===== config.mk =====
export PLATFORM = sky130hd
export DESIGN_NAME = text_to_integer_parser_flat
export DESIGN_NICKNAME = d
export VERILOG_FILES = /design/src/hw/rtl/txp_pkg.sv /design/src/hw/rtl/txp_char_if.sv /design/src/hw/rtl/txp_result_if.sv /design/src/hw/rtl/txp_step.sv /design/src/hw/rtl/text_to_integer_parser.sv /design/src/flat_wrapper.sv
export SDC_FILE = /design/constraint.sdc
export NUM_CORES = 1
export LEC_CHECK = 0
export BUFFER_PORTS_ARGS = -buffer_cell sky130_fd_sc_hd__buf_2
export CELL_PAD_IN_SITES_DETAIL_PLACEMENT = 0
export CELL_PAD_IN_SITES_GLOBAL_PLACEMENT = 1
export CORE_ASPECT_RATIO = 1.1
export CORE_MARGIN = 2
export CORE_UTILIZATION = 44
export CTS_BUF_LIST = sky130_fd_sc_hd__clkbuf_4 sky130_fd_sc_hd__clkbuf_8
export CTS_CLUSTER_DIAMETER = 40
export CTS_CLUSTER_SIZE = 16
export DETAILED_ROUTE_END_ITERATION = 6
export PLACE_DENSITY_LB_ADDON = 0.1
export SLEW_MARGIN = 25
export SYNTH_ARGS = -nofsm -noshare
export SYNTH_HDL_FRONTEND = slang
export SYNTH_SLANG_ARGS = --single-unit

===== constraint.sdc =====
create_clock -name i_clk -period 8 [get_ports i_clk]
set_input_delay 0.8 -clock i_clk [delete_from_list [all_inputs] [get_ports i_clk]]
set_output_delay 0.8 -clock i_clk [all_outputs]
set_load 0.1 [all_outputs]

===== src/hw/rtl/txp_pkg.sv =====
`timescale 1ns / 1ps
`default_nettype none
// ----------------------------------------------------------------------------
// txp_pkg
// Types, phase codes, character codes and helper functions shared by the
// text-to-integer parser.
// ----------------------------------------------------------------------------
package txp_pkg;

    // Parse phase codes. Codes five through seven are unused and behave as idle.
    localparam logic [2:0] PH_SPACE  = 3'd0;
    localparam logic [2:0] PH_SIGNED = 3'd1;
    localparam logic [2:0] PH_ZERO   = 3'd2;
    localparam logic [2:0] PH_DIGITS = 3'd3;
    localparam logic [2:0] PH_IDLE   = 3'd4;

    localparam logic [7:0] CH_SPACE = 8'h20;
    localparam logic [7:0] CH_TAB   = 8'h09;
    localparam logic [7:0] CH_PLUS  = 8'h2B;
    localparam logic [7:0] CH_MINUS = 8'h2D;
    localparam logic [7:0] CH_ZERO  = 8'h30;
    localparam logic [7:0] CH_NINE  = 8'h39;
    localparam logic [7:0] CH_LO_A  = 8'h61;
    localparam logic [7:0] CH_LO_X  = 8'h78;
    localparam logic [7:0] CH_LO_Z  = 8'h7A;
    localparam logic [7:0] CH_UP_A  = 8'h41;
    localparam logic [7:0] CH_UP_X  = 8'h58;
    localparam logic [7:0] CH_UP_Z  = 8'h5A;

    localparam logic [5:0]  BASE_HEX  = 6'd16;
    localparam logic [5:0]  BASE_DEC  = 6'd10;
    localparam logic [5:0]  BASE_AUTO = 6'd0;
    localparam logic [15:0] COUNT_MAX = 16'hFFFF;

    localparam logic [5:0] NUMBER_BASE_RESET = 6'd10;

    typedef struct packed {
        logic [2:0]  phase;
        logic        negative_flag;
        logic [5:0]  active_base;
        logic [63:0] accumulator;
        logic [15:0] consumed_count;
    } t_parse_state;

    typedef struct packed {
        logic       ok;
        logic [5:0] value;
    } t_digit;

    localparam t_parse_state PARSE_CLEAR = '{
        phase:          PH_SPACE,
        negative_flag:  1'b0,
        active_base:    6'd0,
        accumulator:    64'd0,
        consumed_count: 16'd0
    };

    // Maps 0-9, a-z and A-Z onto digit values 0 to 35.
    function automatic t_digit digit_of(input logic [7:0] c);
        t_digit     d;
        logic [7:0] diff;
        d    = '{ok: 1'b0, value: 6'd0};
        diff = 8'd0;
        if (c >= CH_ZERO && c <= CH_NINE) begin
            diff = c - CH_ZERO;
            d    = '{ok: 1'b1, value: diff[5:0]};
        end else if (c >= CH_LO_A && c <= CH_LO_Z) begin
            diff = c - CH_LO_A + 8'd10;
            d    = '{ok: 1'b1, value: diff[5:0]};
        end else if (c >= CH_UP_A && c <= CH_UP_Z) begin
            diff = c - CH_UP_A + 8'd10;
            d    = '{ok: 1'b1, value: diff[5:0]};
        end
        return d;
    endfunction

    function automatic logic [15:0] sat_inc(input logic [15:0] count);
        return (count == COUNT_MAX) ? count : count + 16'd1;
    endfunction

endpackage

`default_nettype wire


===== src/hw/rtl/txp_char_if.sv =====
`timescale 1ns / 1ps
`default_nettype none
// ----------------------------------------------------------------------------
// txp_char_if
// Character channel: one beat carries one raw character and a start flag.
// ----------------------------------------------------------------------------
interface txp_char_if;
    logic       valid;
    logic       ready;
    logic [7:0] char_in;
    logic       start_of_text;

    modport source (output valid, output char_in, output start_of_text, input ready);
    modport sink   (input valid, input char_in, input start_of_text, output ready);
endinterface

`default_nettype wire


===== src/hw/rtl/txp_result_if.sv =====
`timescale 1ns / 1ps
`default_nettype none
// ----------------------------------------------------------------------------
// txp_result_if
// Result channel: one beat carries a parsed value and its end offset.
// ----------------------------------------------------------------------------
interface txp_result_if;
    logic               valid;
    logic               ready;
    logic signed [63:0] parsed_value;
    logic        [15:0] end_offset;

    modport source (output valid, output parsed_value, output end_offset, input ready);
    modport sink   (input valid, input parsed_value, input end_offset, output ready);
endinterface

`default_nettype wire


===== src/hw/rtl/txp_step.sv =====
`timescale 1ns / 1ps
`default_nettype none
// ----------------------------------------------------------------------------
// txp_step
// Combinational parse step: next parse state and an optional result for one
// character.
// ----------------------------------------------------------------------------
module txp_step
    import txp_pkg::*;
(
    input  t_parse_state i_state,
    input  logic [7:0]   i_char,
    input  logic         i_start,
    input  logic [5:0]   i_number_base,
    output t_parse_state o_next,
    output logic         o_emit,
    output logic [63:0]  o_value,
    output logic [15:0]  o_offset
);

    t_parse_state s;
    t_digit       dig;
    logic         do_take;
    logic [5:0]   take_base;
    logic [69:0]  product;
    logic         is_space;
    logic         is_sign;
    logic         is_x;
    logic         zero_prefix;

    assign s   = i_start ? PARSE_CLEAR : i_state;
    assign dig = digit_of(i_char);

    assign is_space    = (i_char == CH_SPACE) || (i_char == CH_TAB);
    assign is_sign     = (i_char == CH_PLUS) || (i_char == CH_MINUS);
    assign is_x        = (i_char == CH_LO_X) || (i_char == CH_UP_X);
    assign zero_prefix = ((i_number_base == BASE_HEX) || (i_number_base == BASE_AUTO))
                         && (i_char == CH_ZERO);

    // The only multiplier: accumulator times a six-bit base.
    assign product = s.accumulator * {64'd0, take_base};

    always_comb begin
        o_next    = s;
        o_emit    = 1'b0;
        o_value   = 64'd0;
        o_offset  = s.consumed_count;
        do_take   = 1'b0;
        take_base = s.active_base;

        unique case (s.phase)
            PH_SPACE, PH_SIGNED: begin
                if (s.phase == PH_SPACE && is_space) begin
                    o_next.consumed_count = sat_inc(s.consumed_count);
                end else if (s.phase == PH_SPACE && is_sign) begin
                    o_next.negative_flag  = (i_char == CH_MINUS);
                    o_next.consumed_count = sat_inc(s.consumed_count);
                    o_next.phase          = PH_SIGNED;
                end else if (zero_prefix) begin
                    o_next.active_base    = i_number_base;
                    o_next.consumed_count = sat_inc(s.consumed_count);
                    o_next.phase          = PH_ZERO;
                end else begin
                    do_take   = 1'b1;
                    take_base = (i_number_base == BASE_AUTO) ? BASE_DEC : i_number_base;
                end
            end
            PH_ZERO: begin
                if (is_x) begin
                    o_next.active_base    = BASE_HEX;
                    o_next.consumed_count = sat_inc(s.consumed_count);
                    o_next.phase          = PH_DIGITS;
                end else begin
                    do_take   = 1'b1;
                    take_base = (s.active_base == BASE_AUTO) ? BASE_DEC : s.active_base;
                end
            end
            PH_DIGITS: begin
                do_take = 1'b1;
            end
            default: begin
            end
        endcase

        if (do_take) begin
            o_next.active_base = take_base;
            if (dig.ok && dig.value < take_base) begin
                o_next.accumulator    = product[63:0] + {58'd0, dig.value};
                o_next.consumed_count = sat_inc(s.consumed_count);
                o_next.phase          = PH_DIGITS;
            end else begin
                o_emit       = 1'b1;
                o_value      = s.negative_flag ? (64'd0 - s.accumulator) : s.accumulator;
                o_next.phase = PH_IDLE;
            end
        end
    end

endmodule

`default_nettype wire


===== src/hw/rtl/text_to_integer_parser.sv =====
`timescale 1ns / 1ps
`default_nettype none
// ----------------------------------------------------------------------------
// text_to_integer_parser
// Character-serial signed integer parser in the style of strtol.
// ----------------------------------------------------------------------------
// The parser takes one character beat per clock cycle unless a terminating
// character meets a full result register that is not being drained, which
// stalls the character channel. Each character goes into an input register,
// one parse step (compare logic plus a 64 by 6 bit multiply-add on the
// accumulator) updates the parse state, and the terminating character loads
// the result register, from which its result beat is offered. The parse
// state recurs through that single multiply-add, which sets the rate of one
// character per cycle. Leading spaces and tabs and one sign are skipped and
// counted; in base 16 or base 0 a leading 0x or 0X is skipped, and base 0
// means hexadecimal with that prefix and decimal without it. The first
// character that is not a digit below the base yields one result beat with
// the value (negated for a minus sign, wrapping modulo 2^64) and the
// saturating count of characters consumed. The parser then ignores
// characters until one arrives with start_of_text set. The number_base
// register sits at byte address 0 and is read when a parse leaves the sign
// phase; write it only while the parser is idle.
// ----------------------------------------------------------------------------
module text_to_integer_parser
    import txp_pkg::*;
(
    input  wire logic         i_clk,
    input  wire logic         i_rst_n,
    txp_char_if.sink          i_char_bus,
    txp_result_if.source      o_result_bus,
    input  wire logic         psel,
    input  wire logic         penable,
    input  wire logic         pwrite,
    input  wire logic [2:0]   paddr,
    input  wire logic [31:0]  pwdata,
    output logic      [31:0]  prdata,
    output logic              pready
);

    // Configuration register.
    logic [5:0] r_number_base;
    logic       cfg_write;

    // Input register stage.
    logic       r_in_valid;
    logic [7:0] r_in_char;
    logic       r_in_sot;

    // Parse state and result register.
    t_parse_state r_state;
    t_parse_state n_state;
    logic         r_out_valid;
    logic [63:0]  r_out_value;
    logic [15:0]  r_out_offset;

    logic        step_emit;
    logic [63:0] step_value;
    logic [15:0] step_offset;
    logic        advance;
    logic        in_take;

    // The byte address holds the register index in bit 2; only index 0 exists.
    assign cfg_write = psel && penable && pwrite && pready && (paddr[2] == 1'b0);
    assign pready    = 1'b1;
    assign prdata    = (paddr[2] == 1'b0) ? {26'd0, r_number_base} : 32'd0;

    always_ff @(posedge i_clk) begin
        if (!i_rst_n) begin
            r_number_base <= NUMBER_BASE_RESET;
        end else if (cfg_write) begin
            r_number_base <= pwdata[5:0];
        end
    end

    txp_step u_step (
        .i_state       (r_state),
        .i_char        (r_in_char),
        .i_start       (r_in_sot),
        .i_number_base (r_number_base),
        .o_next        (n_state),
        .o_emit        (step_emit),
        .o_value       (step_value),
        .o_offset      (step_offset)
    );

    // The held character is processed unless it ends a number while the
    // result register is still full and not being drained.
    assign advance = r_in_valid && (!step_emit || !r_out_valid || o_result_bus.ready);
    assign i_char_bus.ready = !r_in_valid || advance;
    assign in_take = i_char_bus.valid && i_char_bus.ready;

    always_ff @(posedge i_clk) begin
        if (!i_rst_n) begin
            r_in_valid <= 1'b0;
        end else if (in_take) begin
            r_in_valid <= 1'b1;
        end else if (advance) begin
            r_in_valid <= 1'b0;
        end
    end

    always_ff @(posedge i_clk) begin
        if (in_take) begin
            r_in_char <= i_char_bus.char_in;
            r_in_sot  <= i_char_bus.start_of_text;
        end
    end

    always_ff @(posedge i_clk) begin
        if (!i_rst_n) begin
            r_state <= PARSE_CLEAR;
        end else if (advance) begin
            r_state <= n_state;
        end
    end

    always_ff @(posedge i_clk) begin
        if (!i_rst_n) begin
            r_out_valid <= 1'b0;
        end else if (advance && step_emit) begin
            r_out_valid <= 1'b1;
        end else if (o_result_bus.ready) begin
            r_out_valid <= 1'b0;
        end
    end

    always_ff @(posedge i_clk) begin
        if (advance && step_emit) begin
            r_out_value  <= step_value;
            r_out_offset <= step_offset;
        end
    end

    assign o_result_bus.valid        = r_out_valid;
    assign o_result_bus.parsed_value = r_out_value;
    assign o_result_bus.end_offset   = r_out_offset;

    // A terminator always leaves the parser idle.
    a_emit_idles: assert property (@(posedge i_clk) disable iff (!i_rst_n)
        advance && step_emit |=> r_state.phase == PH_IDLE)
        else $error("parser not idle after a result");

    // Without a start flag the consumed count never goes down.
    a_count_grows: assert property (@(posedge i_clk) disable iff (!i_rst_n)
        advance && !r_in_sot |=> r_state.consumed_count >= $past(r_state.consumed_count))
        else $error("consumed count decreased");

    // A held character that cannot advance is not overwritten.
    a_input_held: assert property (@(posedge i_clk) disable iff (!i_rst_n)
        r_in_valid && !advance |=> r_in_valid && $stable(r_in_char) && $stable(r_in_sot))
        else $error("stalled character lost");

    // A stalled result is never replaced by the next one.
    a_no_overrun: assert property (@(posedge i_clk) disable iff (!i_rst_n)
        r_out_valid && !o_result_bus.ready |-> !(advance && step_emit))
        else $error("result register overrun");

endmodule

`default_nettype wire


===== src/flat_wrapper.sv =====
// flat-port wrapper written by rule: the top's interface ports become plain ports
module text_to_integer_parser_flat import txp_pkg::*;
  (i_clk, i_rst_n, psel, penable, pwrite, paddr, pwdata, prdata, pready, i_char_bus_valid, i_char_bus_char_in, i_char_bus_start_of_text, i_char_bus_ready, o_result_bus_valid, o_result_bus_parsed_value, o_result_bus_end_offset, o_result_bus_ready);
  txp_char_if i_char_bus_i ();
  txp_result_if o_result_bus_i ();
  input  wire logic i_clk;
  input  wire logic i_rst_n;
  input  wire logic psel;
  input  wire logic penable;
  input  wire logic pwrite;
  input  wire logic [2:0] paddr;
  input  wire logic [31:0] pwdata;
  output logic      [31:0] prdata;
  output logic pready;
  input wire logic [$bits(i_char_bus_i.valid)-1:0] i_char_bus_valid;
  input wire logic [$bits(i_char_bus_i.char_in)-1:0] i_char_bus_char_in;
  input wire logic [$bits(i_char_bus_i.start_of_text)-1:0] i_char_bus_start_of_text;
  output wire logic [$bits(i_char_bus_i.ready)-1:0] i_char_bus_ready;
  output wire logic [$bits(o_result_bus_i.valid)-1:0] o_result_bus_valid;
  output wire logic [$bits(o_result_bus_i.parsed_value)-1:0] o_result_bus_parsed_value;
  output wire logic [$bits(o_result_bus_i.end_offset)-1:0] o_result_bus_end_offset;
  input wire logic [$bits(o_result_bus_i.ready)-1:0] o_result_bus_ready;
  assign i_char_bus_i.valid = i_char_bus_valid;
  assign i_char_bus_i.char_in = i_char_bus_char_in;
  assign i_char_bus_i.start_of_text = i_char_bus_start_of_text;
  assign i_char_bus_ready = i_char_bus_i.ready;
  assign o_result_bus_valid = o_result_bus_i.valid;
  assign o_result_bus_parsed_value = o_result_bus_i.parsed_value;
  assign o_result_bus_end_offset = o_result_bus_i.end_offset;
  assign o_result_bus_i.ready = o_result_bus_ready;
  text_to_integer_parser u_core (.i_clk(i_clk), .i_rst_n(i_rst_n), .i_char_bus(i_char_bus_i), .o_result_bus(o_result_bus_i), .psel(psel), .penable(penable), .pwrite(pwrite), .paddr(paddr), .pwdata(pwdata), .prdata(prdata), .pready(pready));
endmodule

# Word level (Yosys, flattened, before mapping)
# Index checks and enable logic that the tools add are counted.
totals:
  register_bits: 187
  latch_bits: 0
  ramBits: 0
  romBits: 0
  input_bits: 51
  elab_cells: 117
  memories: 0
op_classes:
  n_addsub: 8
  n_mul: 1
  div: 0
  n_lt_le_gt_ge: 7
  n_eq_ne: 12
  shift: 0
  n_mux: 45
  n_bitwise: 2
  reduce_logical: 30
ops:
  columns: ["operator", "n"]
  rows:
  - ["2-to-1 mux 90 bit", 1]
  - ["2-to-1 mux 86 bit", 1]
  - ["2-to-1 mux 16 bit", 5]
  - ["2-to-1 mux 80 bit", 1]
  - ["adder 64 x 6 -> 64 bit", 1]
  - ["multiplier 64 x 6 -> 64 bit", 1]
  - ["2-to-1 mux 64 bit", 1]
  - ["subtractor 1 x 64 -> 64 bit, first input constant", 1]
  - ["2-to-1 mux 6 bit", 10]
  - ["== test 8 x 6 -> 1 bit, second input constant", 4]
  - ["case mux 16 bit (2 select lines)", 1]
  - ["case mux 6 bit (2 select lines)", 2]
  - ["2-to-1 mux 7 bit", 3]
  - ["adder 16 x 1 -> 16 bit, second input constant", 1]
  - ["== test 16 bit, second input constant", 1]
  - ["== test 8 x 7 -> 1 bit, second input constant", 2]
  - ["greater-or-equal comparator 8 x 7 -> 1 bit, second input constant", 2]
  - ["<= comparator 8 x 7 -> 1 bit, second input constant", 2]
  - ["2-to-1 mux 3 bit", 5]
  - ["logical AND 1 bit", 13]
  - ["adder 6 x 4 -> 6 bit, second input constant", 2]
  - ["zero test 6 bit", 2]
  - ["2-to-1 mux 1 bit", 12]
  - ["subtractor 6 bit, second input constant", 2]
  - ["other kinds (17)", 29]

# Depth between registers and ports, before layout
logic_depth:
  ltp_word: 18
  mapped_depth: 32
  mapped_depth_nobuf: 29

# Cells and area by module
# Synthesis repeated with hierarchy kept, for this count alone.
unflattened:
  hier_cells: 2575
  area_unflattened_um2: 22172.5
modules_own_cells:
  columns: ["mod", "instances", "cells_per_inst", "area_per_inst_um2"]
  rows:
  - ["txp_step", 1, 2030, 15169.5]
  - ["text_to_integer_parser", 1, 545, 7003.0]

# Worst setup path after synthesis
# No wires, ideal clock.
synth_path:
  path_type: "register to register"
  from: "reg u_core.r_in_char[0]"
  to: "reg u_core.r_out_offset[0], in the netlist u_core.o_result_bus.end_offset[0], enable pin"
  arrival_time_ps: 7630
  slack_ps: -151
  stages_incl_launch_ff: 18
  path_buffers: 3
  path_cell_list: "edfxtp_1 inv_1 ha_1 nand2_1 nor4_1 and4b_1 or4b_2 clkbuf_1 nand2_1 clkbuf_1 ha_1 and3_1 a221o_1 a221o_1 nor2_1 o21ai_1 clkbuf_1 nor2_1"
synth_via:
  elab_chain_len: 15
  elab_cells_between_ends: 49
  cone_classes: "5 x add/sub; 7 x order compare; 7 x eq/ne; 15 x mux; 15 x reduce/logical"
synth_rtl:
  columns: ["item", "line_no", "rtl"]
  rows:
  - ["start: declaration", "text_to_integer_parser.sv:46", "logic [7:0] r_in_char;"]
  - ["start signal: assignment", "text_to_integer_parser.sv:104", "r_in_char <= i_char_bus.char_in;"]
  - ["parallel branches: the longest is 9 deep, another holds subtractor 6 x 1 -> 6 bit", null, null]
  - ["2-to-1 mux 1 bit (*)", "txp_step.sv:85", "if (do_take) begin"]
  - ["zero test 1 bit", "text_to_integer_parser.sv:88", "assign advance = r_in_valid && (!step_emit || !r_out_valid || o_result_bus.ready);"]
  - ["logical OR 1 bit (2 in a row)", "text_to_integer_parser.sv:88", null]
  - ["logical AND 1 bit", "text_to_integer_parser.sv:88", null]
  - ["logical AND 1 bit (*)", "text_to_integer_parser.sv:128", "if (advance && step_emit) begin"]
  - ["end signal: assignment", "text_to_integer_parser.sv:130", "r_out_offset <= step_offset;"]
  - ["end: declaration", "text_to_integer_parser.sv:54", "logic [15:0] r_out_offset;"]
# Every way passes the cells marked *.
# A chain may end at the register's enable or synchronous reset.

# Final worst setup path
layout_path:
  from: "reg u_core.r_in_char[1]"
  to: "reg u_core.r_state[75] in the netlist's numbering"
layout_via:
  elab_chain_len: 14
  elab_cells_between_ends: 52
  cone_classes: "6 x add/sub; 1 x mul; 7 x order compare; 7 x eq/ne; 17 x mux; 14 x reduce/logical"
layout_rtl:
  columns: ["item", "line_no", "rtl"]
  rows:
  - ["parallel branches: the longest is 14 deep, another holds multiplier 64 x 6 -> 64 bit", null, null]
  - ["end signal: assignment", "text_to_integer_parser.sv:113", "r_state <= n_state;"]
  - ["end: declaration", "text_to_integer_parser.sv:50", "t_parse_state r_state;"]
# Several ways; the timed one is not identified.

==> flow_summary.yaml <==
floorplanning:
  die-height_um: 233
  dieWidth_um: 213
  dieArea_um2: 49600
  coreArea_um2: 47500
  pin_count: 166
  std_cell_rows: 84
  initial_core_util: 0.443
run:
  drv_cap: 0
worst_hold_path:
  min_to: "u_core.r_in_sot$_DFFE_PP_"
  hold_depth: 1
  hp-class: "primary input to register"
  hold_start: "i_char_bus_start_of_text"
power:
  combPwrFrac: 0.218
  switching_power_mw: 0.803
  p_int_mw: 1.40
  pwr-share-seq: 0.477
  peakVddDrop_mv: 0.0816
  p_per_area_nw_per_um2: 96.0
  pwr-share-clk: 0.305
  swShare: 0.365
  leakage_nw: 10.7
worst_setup_path:
  critPathMaxStageDelay_ns: 0.54
  worstSetupEndpointType: "register"
  crit_slowest_cell: "fa_1"
  r2r-end: "u_core.r_state[75]$_SDFFE_PN0P_"
  worstSetupPathType: "register to register"
  ff2ff_path_depth: 28
  rrSetupSlack_ns: 0.33
  cp.required_ns: 8.37
  rr_startpoint: "u_core.r_in_char[1]$_DFFE_PP_"
  crit_arrival_ns: 8.05
  path_max_fanout: 8
  critPathLaunchType: "register"
drt:
  drt_first_iter_violations: 1125
  drt-pass1-iter-count: 5
  routed_via_density: 5.63
  wl_per_cell_um: 19.8
  vias: 17600
  wirelength_mm: 62.0
  antenna_left: 0
  drc: 0
layout:
  final_common_cell: "nor2_1"
  antenna_cells: 0
  multi_input_area_um2: 15600
  drive_gt1_frac: 0.106
  final_util: 0.483
  nFillCells: 4673
  areaGrowthSynthToFinish_pct: 8.98
  layout.nets: 2904
  regArea_um2: 4640
  final_cell_mix: "451 x nor2_1, 240 x fa_1, 194 x nand2_1"
placement:
  io_buffers: 110
  dp_hpwl_mm: 47.2
  gp_congestion: 0.911
clock_network:
  cts_buffer_depth: 2
  cts-hold-fix-buffers: 0
  cts_tree: "yes"
  htreeDepth: 4
  clk_latency_ns: 0.51
  clkTransAtPathRegs_ns: 0.11
  cts.sinks: 187
  root_buffer: "clkbuf_8"
  cts_buffers: 17
logic_synthesis:
  synth_cells: 2397
  synth_seq_cells: 187
  netlist-cell-type-count: 75
  synth_enable_flop_cells: 89
  syn_area_per_cell_um2: 8.78
  yosysSeqAreaShare: 0.220
  async_flop_share: 0
  yosys_warnings: 0
  ys.flop_type: "dfxtp_1"
  netlist_area_um2: 21000
timing:
  finalSetupViolCount: 0
  finalCritPeriodShare: 0.959
  fmax_mhz: 130
  skew_ns: 0.0194
  hold-worst-slack_ns: 0.469
  period_needed_ns: 7.67
  relSlewSlack: 0.458
  drv_slew: 0
  worst_pin_slew_ns: 0.811
  finalHoldViolations: 0
global_route:
  gr-total-overflow: 0
  grt_pass1_wl_mm: 100
  grt_max_degree: 77
  grt_antenna_before_repair: 0
  grt_use_total: 0.258
  grt_pass1_vias: 18100
status:
  status: "complete, no violations"
==> worst max-delay path by stage <==
stage                                  start                               to  slack (ns)  cells after the start
2_1_floorplan  u_core.r_in_char[0]$_DFFE_PP_  u_core.r_state[77]$_SDFFE_PN0P_        0.50                     31
3_3_place_gp   u_core.r_in_char[1]$_DFFE_PP_  u_core.r_state[77]$_SDFFE_PN0P_        0.12                     26
3_5_place_dp   u_core.r_in_char[1]$_DFFE_PP_  u_core.r_state[77]$_SDFFE_PN0P_        0.07                     26
4_1_cts        u_core.r_in_char[1]$_DFFE_PP_  u_core.r_state[77]$_SDFFE_PN0P_        0.04                     26
5_1_grt        u_core.r_in_char[1]$_DFFE_PP_  u_core.r_state[75]$_SDFFE_PN0P_      -0.006                     28
6_report       u_core.r_in_char[1]$_DFFE_PP_  u_core.r_state[75]$_SDFFE_PN0P_        0.33                     28
==> per-stage QoR <==
stage	cell area (um2)	std cells	setup slack, ns	total power [mW]	setup TNS, ns
after floorplan	21100	2422	0.498	1.45	0
after global placement	22400	3093	0.122	1.55	0
after detailed placement	22400	3093	0.0700	1.55	0
after CTS	22800	3125	0.0355	2.22	0
after global routing	22900	3128	-0.00589	2.28	-0.00589
final	22900	3128	0.326	2.20	0
==> power by group through the flow <==
stage          clock network, mW  logic [mW]  registers, mW
4_1_cts                    0.697       0.478           1.05
6_report                   0.672       0.480           1.05
2_1_floorplan                  0       0.197           1.25
3_5_place_dp                   0       0.476           1.07
5_1_grt                    0.726       0.501           1.05
3_3_place_gp                   0       0.475           1.07
==> flip-flops by register name (all words and copies together), names as in the netlist <==
signal,count
u_core.o_result_bus.end_offset,16
u_core.r_state,90
u_core.r_in_valid,1
u_core.r_number_base,6
u_core.o_result_bus.parsed_value,64
u_core.r_in_sot,1
u_core.o_result_bus.valid,1
u_core.r_in_char,8
==> worst max-delay path: cells and delay by family (launching register included) <==
family / cells / cell delay, ns
adders and majority gates: 6 / 2.64
and+or+nand+nor: 4 / 1.54
AOI/OAI and AO/OA: 11 / 2.02
buffers and inverters: 6 / 0.64
DFF: 1 / 0.41
xor gates and xnor gates: 1 / 0.30
==> synth_stat cells, types with 9 or more instances <==
master / instances / area [um2]
dfxtp_1: 98 / 1960
or3_1: 11 / 68.8
nand2_1: 195 / 732
o21bai_1: 25 / 188
a32oi_1: 9 / 78.8
nor2b_1: 99 / 619
buf_1: 11 / 41.3
o21a_1: 15 / 113
a21boi_0: 14 / 105
a21o_1: 55 / 413
or2_2: 12 / 75.1
and3_1: 21 / 131
nor4_1: 16 / 100
a22oi_1: 48 / 360
buf_4: 27 / 203
inv_1: 89 / 334
nor2_1: 452 / 1700
nand3_1: 33 / 165
a211oi_1: 12 / 90.1
edfxtp_1: 89 / 2670
clkbuf_1: 114 / 428
and2_1: 15 / 93.8
o31ai_1: 20 / 150
ha_1: 143 / 1790
fa_1: 240 / 4800
nand2b_1: 26 / 163
nand4_1: 16 / 100
o21ai_0: 109 / 546
nor3_1: 26 / 130
a21oi_1: 114 / 571
a31oi_1: 10 / 62.6
xor2_1: 62 / 543
mux2i_1: 9 / 90.1
xnor2_1: 47 / 412
==> layout make-up <==
| cell class | instances | share of cell area |
|---|---|---|
| multi-input cells | 1991 | 0.680 |
| flip-flops and latches | 187 | 0.202 |
| repair buffers | 182 | 0.0506 |
| well taps | 645 | 0.0352 |
| inverters | 91 | 0.0149 |
| clock buffers | 20 | 0.0112 |
| clock inverters | 12 | 0.00589 |
==> metal layers <==
metal / vias to the layer above / wire, um / global-route usage
met1: 8794 / 28300 / 0.347
met5: - / 0 / 0
met3: 69 / 2210 / 0.0264
met2: 434 / 30000 / 0.439
li1: 8303 / - / -
met4: 0 / 1520 / 0.0760
==> cell families after synthesis <==
kind of cell / after synthesis / synth area share
AOI/OAI and AO/OA: 493 / 0.154
muxes: 15 / 0.00749
buffers and inverters: 244 / 0.0484
DFF: 187 / 0.220
xor gates and xnor gates: 110 / 0.0464
and+or+nand+nor: 963 / 0.210
other: 2 / 0.000357
adders and majority gates: 383 / 0.313
==> what timing repair did <==
action	4_1_cts	5_1_grt
endpoints found under the setup margin	0	16
gates resized for setup	0	14
buffers inserted	0	2
Power figures use the tool's default switching activity.
